File: config.mk
export PLATFORM = sky130hd
export DESIGN_NAME = ir_pulse_distance_transmitter_unit
export DESIGN_NICKNAME = d
export VERILOG_FILES = /design/src/irpdt_pkg.sv /design/src/irpdt_cfg_regs.sv /design/src/irpdt_byte_store.sv /design/src/irpdt_ctrl.sv /design/src/ir_pulse_distance_transmitter_unit.sv
export VERILOG_INCLUDE_DIRS = /design/src /design/src/src
export SDC_FILE = /design/constraint.sdc
export NUM_CORES = 1
export LEC_CHECK = 0
export BUFFER_PORTS_ARGS = -buffer_cell sky130_fd_sc_hd__buf_4
export CORE_UTILIZATION = 65
export DETAILED_ROUTE_END_ITERATION = 6
export GPL_TIMING_DRIVEN = 0
export PLACE_DENSITY_LB_ADDON = 0.2
export SYNTH_ARGS = -nofsm -noshare
export SYNTH_HDL_FRONTEND = slang
export SYNTH_HIERARCHICAL = 1
export SYNTH_SLANG_ARGS = --single-unit
File: constraint.sdc
create_clock -name clk -period 9.1 [get_ports clk]
set_clock_uncertainty 0.1 [all_clocks]
set_input_delay 0.91 -clock clk [delete_from_list [all_inputs] [get_ports clk]]
set_output_delay 0.91 -clock clk [all_outputs]
set_load 0.005 [all_outputs]
File: src/ir_pulse_distance_transmitter_unit_assert.svh
// Assertion macros used by the infrared transmitter's phase sequencer.
`ifndef IR_PULSE_DISTANCE_TRANSMITTER_UNIT_ASSERT_SVH
`define IR_PULSE_DISTANCE_TRANSMITTER_UNIT_ASSERT_SVH
`ifndef SYNTHESIS
`define IRPDT_ASSERT(lbl, prop, msg) \
    lbl: assert property (@(posedge clk) disable iff (!rst_n) prop) else $error(msg);
`define IRPDT_ASSERT_ALWAYS(lbl, prop, msg) \
    lbl: assert property (@(posedge clk) prop) else $error(msg);
`else
`define IRPDT_ASSERT(lbl, prop, msg)
`define IRPDT_ASSERT_ALWAYS(lbl, prop, msg)
`endif
`endif

File: src/irpdt_pkg.sv
// Types and constants shared by the infrared pulse-distance transmitter.
package irpdt_pkg;

    localparam int DUR_W = 14;

    localparam logic OP_PUSH = 1'b0;
    localparam logic OP_TICK = 1'b1;

    localparam logic [DUR_W-1:0] LEADER_MARK_RST  = 14'd9000;
    localparam logic [DUR_W-1:0] LEADER_SPACE_RST = 14'd4560;
    localparam logic [DUR_W-1:0] BIT_MARK_RST     = 14'd500;
    localparam logic [DUR_W-1:0] ZERO_SPACE_RST   = 14'd500;
    localparam logic [DUR_W-1:0] ONE_SPACE_RST    = 14'd1800;
    localparam logic [DUR_W-1:0] TRAILER_MARK_RST = 14'd560;

    typedef enum logic [2:0] {
        REG_LEADER_MARK  = 3'd0,
        REG_LEADER_SPACE = 3'd1,
        REG_BIT_MARK     = 3'd2,
        REG_ZERO_SPACE   = 3'd3,
        REG_ONE_SPACE    = 3'd4,
        REG_TRAILER_MARK = 3'd5
    } reg_index_t;

    typedef enum logic [5:0] {
        PH_IDLE       = 6'b000001,
        PH_LEAD_MARK  = 6'b000010,
        PH_LEAD_SPACE = 6'b000100,
        PH_BIT_MARK   = 6'b001000,
        PH_BIT_SPACE  = 6'b010000,
        PH_TRAIL_MARK = 6'b100000
    } phase_t;

    typedef struct packed {
        logic [DUR_W-1:0] leader_mark;
        logic [DUR_W-1:0] leader_space;
        logic [DUR_W-1:0] bit_mark;
        logic [DUR_W-1:0] zero_space;
        logic [DUR_W-1:0] one_space;
        logic [DUR_W-1:0] trailer_mark;
    } timing_t;

    typedef struct packed {
        logic emitter_on;
        logic sending;
        logic frame_done;
        logic byte_dropped;
    } result_t;

endpackage

File: src/irpdt_cfg_regs.sv
// Duration registers of the infrared transmitter and their write decoder.
module irpdt_cfg_regs
    import irpdt_pkg::*;
(
    input  logic             clk,
    input  logic             rst_n,
    input  logic             cfg_write,
    input  logic [2:0]       cfg_index,
    input  logic [DUR_W-1:0] cfg_data,
    output timing_t          timing
);

    timing_t timing_reg;
    timing_t timing_next;

    always_comb
    begin
        timing_next = timing_reg;
        if (cfg_write)
        begin
            unique case (reg_index_t'(cfg_index))
                REG_LEADER_MARK:  timing_next.leader_mark  = cfg_data;
                REG_LEADER_SPACE: timing_next.leader_space = cfg_data;
                REG_BIT_MARK:     timing_next.bit_mark     = cfg_data;
                REG_ZERO_SPACE:   timing_next.zero_space   = cfg_data;
                REG_ONE_SPACE:    timing_next.one_space    = cfg_data;
                REG_TRAILER_MARK: timing_next.trailer_mark = cfg_data;
                default:          timing_next = timing_reg;
            endcase
        end
    end

    always_ff @(posedge clk or negedge rst_n)
    begin
        if (!rst_n)
        begin
            timing_reg.leader_mark  <= LEADER_MARK_RST;
            timing_reg.leader_space <= LEADER_SPACE_RST;
            timing_reg.bit_mark     <= BIT_MARK_RST;
            timing_reg.zero_space   <= ZERO_SPACE_RST;
            timing_reg.one_space    <= ONE_SPACE_RST;
            timing_reg.trailer_mark <= TRAILER_MARK_RST;
        end
        else
        begin
            timing_reg <= timing_next;
        end
    end

    assign timing = timing_reg;

endmodule

File: src/irpdt_byte_store.sv
// Frame byte buffer: one write port and one registered read port.
module irpdt_byte_store
    import irpdt_pkg::*;
#(
    parameter int MAX_BYTES = 16,
    localparam int AW = (MAX_BYTES > 1) ? $clog2(MAX_BYTES) : 1
)
(
    input  logic                clk,
    input  logic                wr_en,
    input  logic [AW-1:0]       wr_addr,
    input  logic [7:0]          wr_data,
    input  logic [AW-1:0]       rd_addr,
    output logic [7:0]          rd_data
);

    localparam int DEPTH = 2 ** AW;

    logic [7:0] mem [DEPTH];
    logic [7:0] rd_data_reg;

    always_ff @(posedge clk)
    begin
        if (wr_en)
        begin
            mem[wr_addr] <= wr_data;
        end
    end

    always_ff @(posedge clk)
    begin
        rd_data_reg <= mem[rd_addr];
    end

    assign rd_data = rd_data_reg;

endmodule

File: src/irpdt_ctrl.sv
// Phase sequencer: buffer fill, duration countdown and bit selection.
`include "ir_pulse_distance_transmitter_unit_assert.svh"
module irpdt_ctrl
    import irpdt_pkg::*;
#(
    parameter int MAX_BYTES = 16,
    localparam int AW = (MAX_BYTES > 1) ? $clog2(MAX_BYTES) : 1
)
(
    input  logic          clk,
    input  logic          rst_n,
    input  logic          step,
    input  logic          operation,
    input  logic [7:0]    frame_byte,
    input  logic          last_byte,
    input  timing_t       timing,
    input  logic [7:0]    rd_data,
    output logic [AW-1:0] rd_addr,
    output logic          wr_en,
    output logic [AW-1:0] wr_addr,
    output logic [7:0]    wr_data,
    output result_t       result
);

    localparam int CW = $clog2(MAX_BYTES + 1);
    localparam logic [CW-1:0] MAX_C = CW'(MAX_BYTES);

    phase_t           phase_reg,  phase_next;
    logic [DUR_W-1:0] ticks_reg,  ticks_next;
    logic [CW-1:0]    count_reg,  count_next;
    logic [CW-1:0]    index_reg,  index_next;
    logic [2:0]       bitpos_reg, bitpos_next;
    logic             done;
    logic             dropped;

    always_comb
    begin
        phase_next  = phase_reg;
        ticks_next  = ticks_reg;
        count_next  = count_reg;
        index_next  = index_reg;
        bitpos_next = bitpos_reg;
        wr_en       = 1'b0;
        done        = 1'b0;
        dropped     = 1'b0;
        if (step)
        begin
            if (operation == OP_PUSH)
            begin
                if (phase_reg != PH_IDLE)
                begin
                    dropped = 1'b1;
                end
                else
                begin
                    if (count_reg >= MAX_C)
                    begin
                        dropped = 1'b1;
                    end
                    else
                    begin
                        wr_en      = 1'b1;
                        count_next = count_reg + 1'b1;
                    end
                    if (last_byte && (count_next != '0))
                    begin
                        index_next  = '0;
                        bitpos_next = '0;
                        phase_next  = PH_LEAD_MARK;
                        ticks_next  = timing.leader_mark;
                    end
                end
            end
            else if (phase_reg != PH_IDLE)
            begin
                if (ticks_reg > 14'd1)
                begin
                    ticks_next = ticks_reg - 1'b1;
                end
                else
                begin
                    ticks_next = '0;
                    unique case (phase_reg)
                        PH_LEAD_MARK:
                        begin
                            phase_next = PH_LEAD_SPACE;
                            ticks_next = timing.leader_space;
                        end
                        PH_LEAD_SPACE:
                        begin
                            phase_next = PH_BIT_MARK;
                            ticks_next = timing.bit_mark;
                        end
                        PH_BIT_MARK:
                        begin
                            phase_next = PH_BIT_SPACE;
                            ticks_next = rd_data[bitpos_reg] ? timing.one_space
                                                             : timing.zero_space;
                        end
                        PH_BIT_SPACE:
                        begin
                            if (bitpos_reg == 3'd7)
                            begin
                                bitpos_next = '0;
                                index_next  = index_reg + 1'b1;
                            end
                            else
                            begin
                                bitpos_next = bitpos_reg + 1'b1;
                            end
                            if (index_next >= count_reg)
                            begin
                                phase_next = PH_TRAIL_MARK;
                                ticks_next = timing.trailer_mark;
                            end
                            else
                            begin
                                phase_next = PH_BIT_MARK;
                                ticks_next = timing.bit_mark;
                            end
                        end
                        PH_TRAIL_MARK:
                        begin
                            phase_next  = PH_IDLE;
                            count_next  = '0;
                            index_next  = '0;
                            bitpos_next = '0;
                            done        = 1'b1;
                        end
                        default:
                        begin
                            phase_next = PH_IDLE;
                        end
                    endcase
                end
            end
        end
    end

    // The store is read at the byte index that the sequencer moves to, so the
    // registered data already belongs to the current byte on the next cycle.
    // Writes happen only while idle, and the leader mark and space pass before
    // the first bit mark ends, so the refreshed read always sees the written byte.
    assign rd_addr = index_next[AW-1:0];
    assign wr_addr = count_reg[AW-1:0];
    assign wr_data = frame_byte;

    always_comb
    begin
        result.emitter_on   = (phase_next == PH_LEAD_MARK) ||
                              (phase_next == PH_BIT_MARK) ||
                              (phase_next == PH_TRAIL_MARK);
        result.sending      = (phase_next != PH_IDLE);
        result.frame_done   = done;
        result.byte_dropped = dropped;
    end

    always_ff @(posedge clk or negedge rst_n)
    begin
        if (!rst_n)
        begin
            phase_reg  <= PH_IDLE;
            ticks_reg  <= '0;
            count_reg  <= '0;
            index_reg  <= '0;
            bitpos_reg <= '0;
        end
        else
        begin
            phase_reg  <= phase_next;
            ticks_reg  <= ticks_next;
            count_reg  <= count_next;
            index_reg  <= index_next;
            bitpos_reg <= bitpos_next;
        end
    end

    `IRPDT_ASSERT_ALWAYS(a_count_bound, (!rst_n) || (count_reg <= MAX_C), "stored count beyond buffer depth")
    `IRPDT_ASSERT(a_index_in_frame, ((phase_reg == PH_BIT_MARK) || (phase_reg == PH_BIT_SPACE)) |-> (index_reg < count_reg), "byte index outside stored bytes")
    `IRPDT_ASSERT(a_no_write_busy, (phase_reg != PH_IDLE) |-> !wr_en, "buffer written during a frame")
    `IRPDT_ASSERT(a_done_empties, (step && done) |=> ((phase_reg == PH_IDLE) && (count_reg == '0)), "frame end left state behind")

endmodule

File: src/ir_pulse_distance_transmitter_unit.sv
// Top level of the infrared pulse-distance frame transmitter.
//
//  Channel  Direction  Handshake            Payload
//  in       sink       in_valid/in_ready    operation, frame_byte, last_byte
//  out      source     out_valid/out_ready  emitter_on, sending, frame_done, byte_dropped
//  cfg      sink       cfg_write            cfg_index, cfg_data
//
// One request is handled per cycle and one may be taken on every clock, as the
// sequencer state is read, modified and written back in a single pass.
// A result sits in the output register from the cycle after its request is accepted;
// while it waits, a new request is taken only if the consumer takes it in that cycle.
// Reset clears the sequencer and the output valid flag and restores the default
// durations; the byte buffer keeps its contents and needs no clearing.
module ir_pulse_distance_transmitter_unit
    import irpdt_pkg::*;
#(
    parameter int MAX_BYTES = 16
)
(
    input  logic             clk,
    input  logic             rst_n,
    input  logic             in_valid,
    output logic             in_ready,
    input  logic             operation,
    input  logic [7:0]       frame_byte,
    input  logic             last_byte,
    output logic             out_valid,
    input  logic             out_ready,
    output logic             emitter_on,
    output logic             sending,
    output logic             frame_done,
    output logic             byte_dropped,
    input  logic             cfg_write,
    input  logic [2:0]       cfg_index,
    input  logic [DUR_W-1:0] cfg_data
);

    localparam int AW = (MAX_BYTES > 1) ? $clog2(MAX_BYTES) : 1;

    timing_t       timing;
    result_t       result;
    result_t       result_reg;
    logic          out_valid_reg;
    logic          out_valid_next;
    logic          step;
    logic [AW-1:0] rd_addr;
    logic [AW-1:0] wr_addr;
    logic [7:0]    rd_data;
    logic [7:0]    wr_data;
    logic          wr_en;

    // The output register frees up in the same cycle its result is taken.
    assign in_ready = !out_valid_reg || out_ready;
    assign step     = in_valid && in_ready;

    irpdt_cfg_regs u_cfg_regs (
        .clk       (clk),
        .rst_n     (rst_n),
        .cfg_write (cfg_write),
        .cfg_index (cfg_index),
        .cfg_data  (cfg_data),
        .timing    (timing)
    );

    irpdt_byte_store #(
        .MAX_BYTES (MAX_BYTES)
    ) u_byte_store (
        .clk     (clk),
        .wr_en   (wr_en),
        .wr_addr (wr_addr),
        .wr_data (wr_data),
        .rd_addr (rd_addr),
        .rd_data (rd_data)
    );

    irpdt_ctrl #(
        .MAX_BYTES (MAX_BYTES)
    ) u_ctrl (
        .clk        (clk),
        .rst_n      (rst_n),
        .step       (step),
        .operation  (operation),
        .frame_byte (frame_byte),
        .last_byte  (last_byte),
        .timing     (timing),
        .rd_data    (rd_data),
        .rd_addr    (rd_addr),
        .wr_en      (wr_en),
        .wr_addr    (wr_addr),
        .wr_data    (wr_data),
        .result     (result)
    );

    // The valid flag is set by an accepted request and cleared once the
    // consumer has taken the result without a new one arriving.
    always_comb
    begin
        out_valid_next = out_valid_reg;
        if (step)
        begin
            out_valid_next = 1'b1;
        end
        else if (out_ready)
        begin
            out_valid_next = 1'b0;
        end
    end

    always_ff @(posedge clk or negedge rst_n)
    begin
        if (!rst_n)
        begin
            out_valid_reg <= 1'b0;
        end
        else
        begin
            out_valid_reg <= out_valid_next;
        end
    end

    // The result fields are payload and load only with an accepted request.
    always_ff @(posedge clk)
    begin
        if (step)
        begin
            result_reg <= result;
        end
    end

    assign out_valid    = out_valid_reg;
    assign emitter_on   = result_reg.emitter_on;
    assign sending      = result_reg.sending;
    assign frame_done   = result_reg.frame_done;
    assign byte_dropped = result_reg.byte_dropped;

endmodule
==> metrics.txt <==
initial antenna violation count 0; CTS resizes 0; ys flop type edfxtp_1; synth top area cells edfxtp_1 (34%), dfrtp_1 (19%), mux2_2 (8.5%), dfstp_2 (6.8%), mux4_2 (3.9%); Worst Setup End Kind flip-flop; hold buffers post-CTS 0; placed instance area 0.0121 mm²; CTS sink cnt 258; RR Endpoint u_byte_store/mem[0][3]; Pleak 4.90 nW; clk root buf clkbuf_16; Syn Nets 839; I/O Pins 38; final hold violations 0; total negative slack 0 ns; Yosys cell types 68; share of layout cells above drive strength 1 29.4%; Required @ worst endpoint 9.15 ns; crit start category flip-flop; Total Routed Length 26.1 mm; maximum vdd ir drop 0.000203 V; slowest cell delay on critical path 0.98 ns; # diodes 0; Initial Utilization 66.6%; CP cell instances clkbuf_1 > nor4_2 > nand3b_1 > or3b_1 > clkbuf_1 > nor2_1 > or3b_2 > nor3_1; max reg flops 128; Rows 48; Pwr per Cell Area 240 mW/mm²; Achievable Freq 0.234 GHz; CP Launch Point u_ctrl/phase_reg[3]; Worst setup endpoint u_byte_store/mem[0][3]; core box area 0.0174 mm²; Clk pin slew, worst setup/hold paths 0.06 ns; ys async rst share 45.7%; vias in the first global route 7386; Layout Cell Area excl Fill 0.0130 mm²; FF+latch count, synth 258; GPL Wtd Cong 0.922; port bufs 29; H-tree lvl count 1; largest net degree at the start of global routing 119; wire per inst 23.7 µm; Clock Path Buffers 3; post-DP HPWL 17.0 mm; Synth top area share 34.3%; Post-synth EDFFs 132; Avg Cell Area, Syn 14.6 µm²; most frequent CP cell clkbuf_1; Pre-antenna DRT Iters 5; Area growth syn-to-layout 12.2%; leading area contributor after synthesis edfxtp_1; die span in x 135 µm; Antenna Violating Nets Remaining 0; min-delay worst type input port to async pin; sequential area share after synthesis 61.5%; Syn Inst Count 795; Critical R2R Launch u_ctrl/phase_reg[3]; final setup margin 4.82 ns; Worst-Skew Late Latency 0.54 ns; Slew Viols, Final 0; period utilisation layout 47.0%; fin nets 897; outcome completed; CP Max Fanout 9; Syn. warnings 6; vias per cell 6.52; RSZ-0062 raised after global routing no; CTS Buf Count 26; TritonCTS clock tree done; Vias 7159; crit path kind flip-flop to flip-flop; grt ovf 0; arrival time at the worst endpoint 4.33 ns; buffer count from post-CTS setup fixing 0; Die Ht 135 µm; global-route wire length before repair 39.9 mm; Die Area 0.0183 mm²; mapped cell area 0.0116 mm²; initial drt markers 614; max_cap viols 0; Place WS 4.75 ns; Slowest cell on crit path nor3_1; Reg2Reg Setup Slack 4.82 ns; Setup-failing EPs final 0; Slew @ Worst Pin 1.33 ns; Tmin final 4.28 ns; Worst slew margin 10.8%; Post-route DRC 0; worst reg2reg path depth 8; total global-route track usage 29.4%
## where the power goes
group / switching [W] / total (W) / internal (W) / leakage, nW
Sequential: 0.000115 / 0.00150 / 0.00138 / 2.66
Clock: 0.000440 / 0.00107 / 0.000633 / 0.428
Combinational: 0.000293 / 0.000546 / 0.000253 / 1.81
## metrics by stage
step           std cells  total power (W)  util [%]  hold slack [ns]
2_1_floorplan        795          0.00188         -            0.359
3_3_place_gp        1049          0.00202      69.5            0.374
3_5_place_dp        1049          0.00205      69.5            0.393
4_1_cts             1097          0.00313      74.6            0.407
5_1_grt             1098          0.00325      74.8           0.0648
6_report            1098          0.00312      74.8           0.0746
## cell usage in the layout (no fill, tap or decap), types with 6 or more instances in the layout
cell,instances
edfxtp_1,132
dfrtp_1,88
mux2_2,87
nor2_1,55
buf_4,47
o21ai_0,38
nand2_1,37
dfstp_2,30
clkbuf_16,26
clkbuf_1,26
mux4_2,20
a22oi_1,18
nand3_1,16
mux2i_1,16
nor3_1,15
mux4_1,14
a21oi_1,12
ha_1,12
a222oi_1,11
buf_2,10
inv_1,9
buf_6,8
dfxtp_1,8
clkinv_2,7
nor3b_1,6
a31oi_1,6
a21o_1,6
## logic make-up (layout without fill, tap and decap cells)
group	count (synthesis)	count (layout)	share of synthesized area, %
muxes	138	138	17.0
and+or+nand+nor	181	181	8.25
buffers and inverters	68	146	3.55
AOI/OAI and AO/OA	131	131	7.84
adders and majority gates	12	12	1.30
xor gates and xnor gates	7	7	0.530
DFF	258	258	61.5
## layer usage
layer | share of wire [%] | GRT usage (%)
met2 | 53 | 53.4
met1 | 38 | 35.2
met5 | 0 | 0
met3 | 5.5 | 4.30
met4 | 3.3 | 11.5
## final cells by class
type	count	area, µm²
clock inverters	14	176
plain buffers	59	377
repair buffers	30	249
inverters	9	33.8
multi-input cells	469	4050
fillers	1087	4380
flip-flops and latches	258	7110
well taps	225	282
clock buffers	34	701
## cell usage after synthesis, drive strengths merged, types with 4 or more instances
cell type	n
edfxtp	132
dfrtp	88
mux2	88
nor2	55
o21ai	40
nand2	37
buf	36
mux4	34
dfstp	30
clkbuf	20
a22oi	18
mux2i	16
nand3	16
nor3	16
a21oi	12
ha	12
a222oi	11
inv	9
dfxtp	8
a21o	6
a31oi	6
nand2b	6
nor3b	6
and2	5
nand4	5
o211ai	5
o31ai	5
xnor2	5
a22o	4
a32o	4
and3	4
nand3b	4
nand4b	4
nor4	4
o21a	4
or3	4
## how the worst min path moves through the flow
stage                           from                     to  slack, ns  cells after the start
2_1_floorplan  u_cfg_regs/timing[66]  u_cfg_regs/timing[66]       0.36                      1
3_3_place_gp   u_cfg_regs/timing[66]  u_cfg_regs/timing[66]       0.37                      1
3_5_place_dp   u_cfg_regs/timing[39]  u_cfg_regs/timing[39]       0.39                      1
4_1_cts        u_cfg_regs/timing[39]  u_cfg_regs/timing[39]       0.41                      1
5_1_grt                        rst_n    u_ctrl/count_reg[0]       0.06                      1
6_report                       rst_n    u_ctrl/count_reg[0]       0.07                      1
## critical path, delay by kind of cell, from the launching register on
kind | cells | cell delay, ns
buf+inv | 2 | 0.36
flops | 1 | 0.37
simple gates | 6 | 3.05
Note: power is estimated with default switching activity, not from simulation.
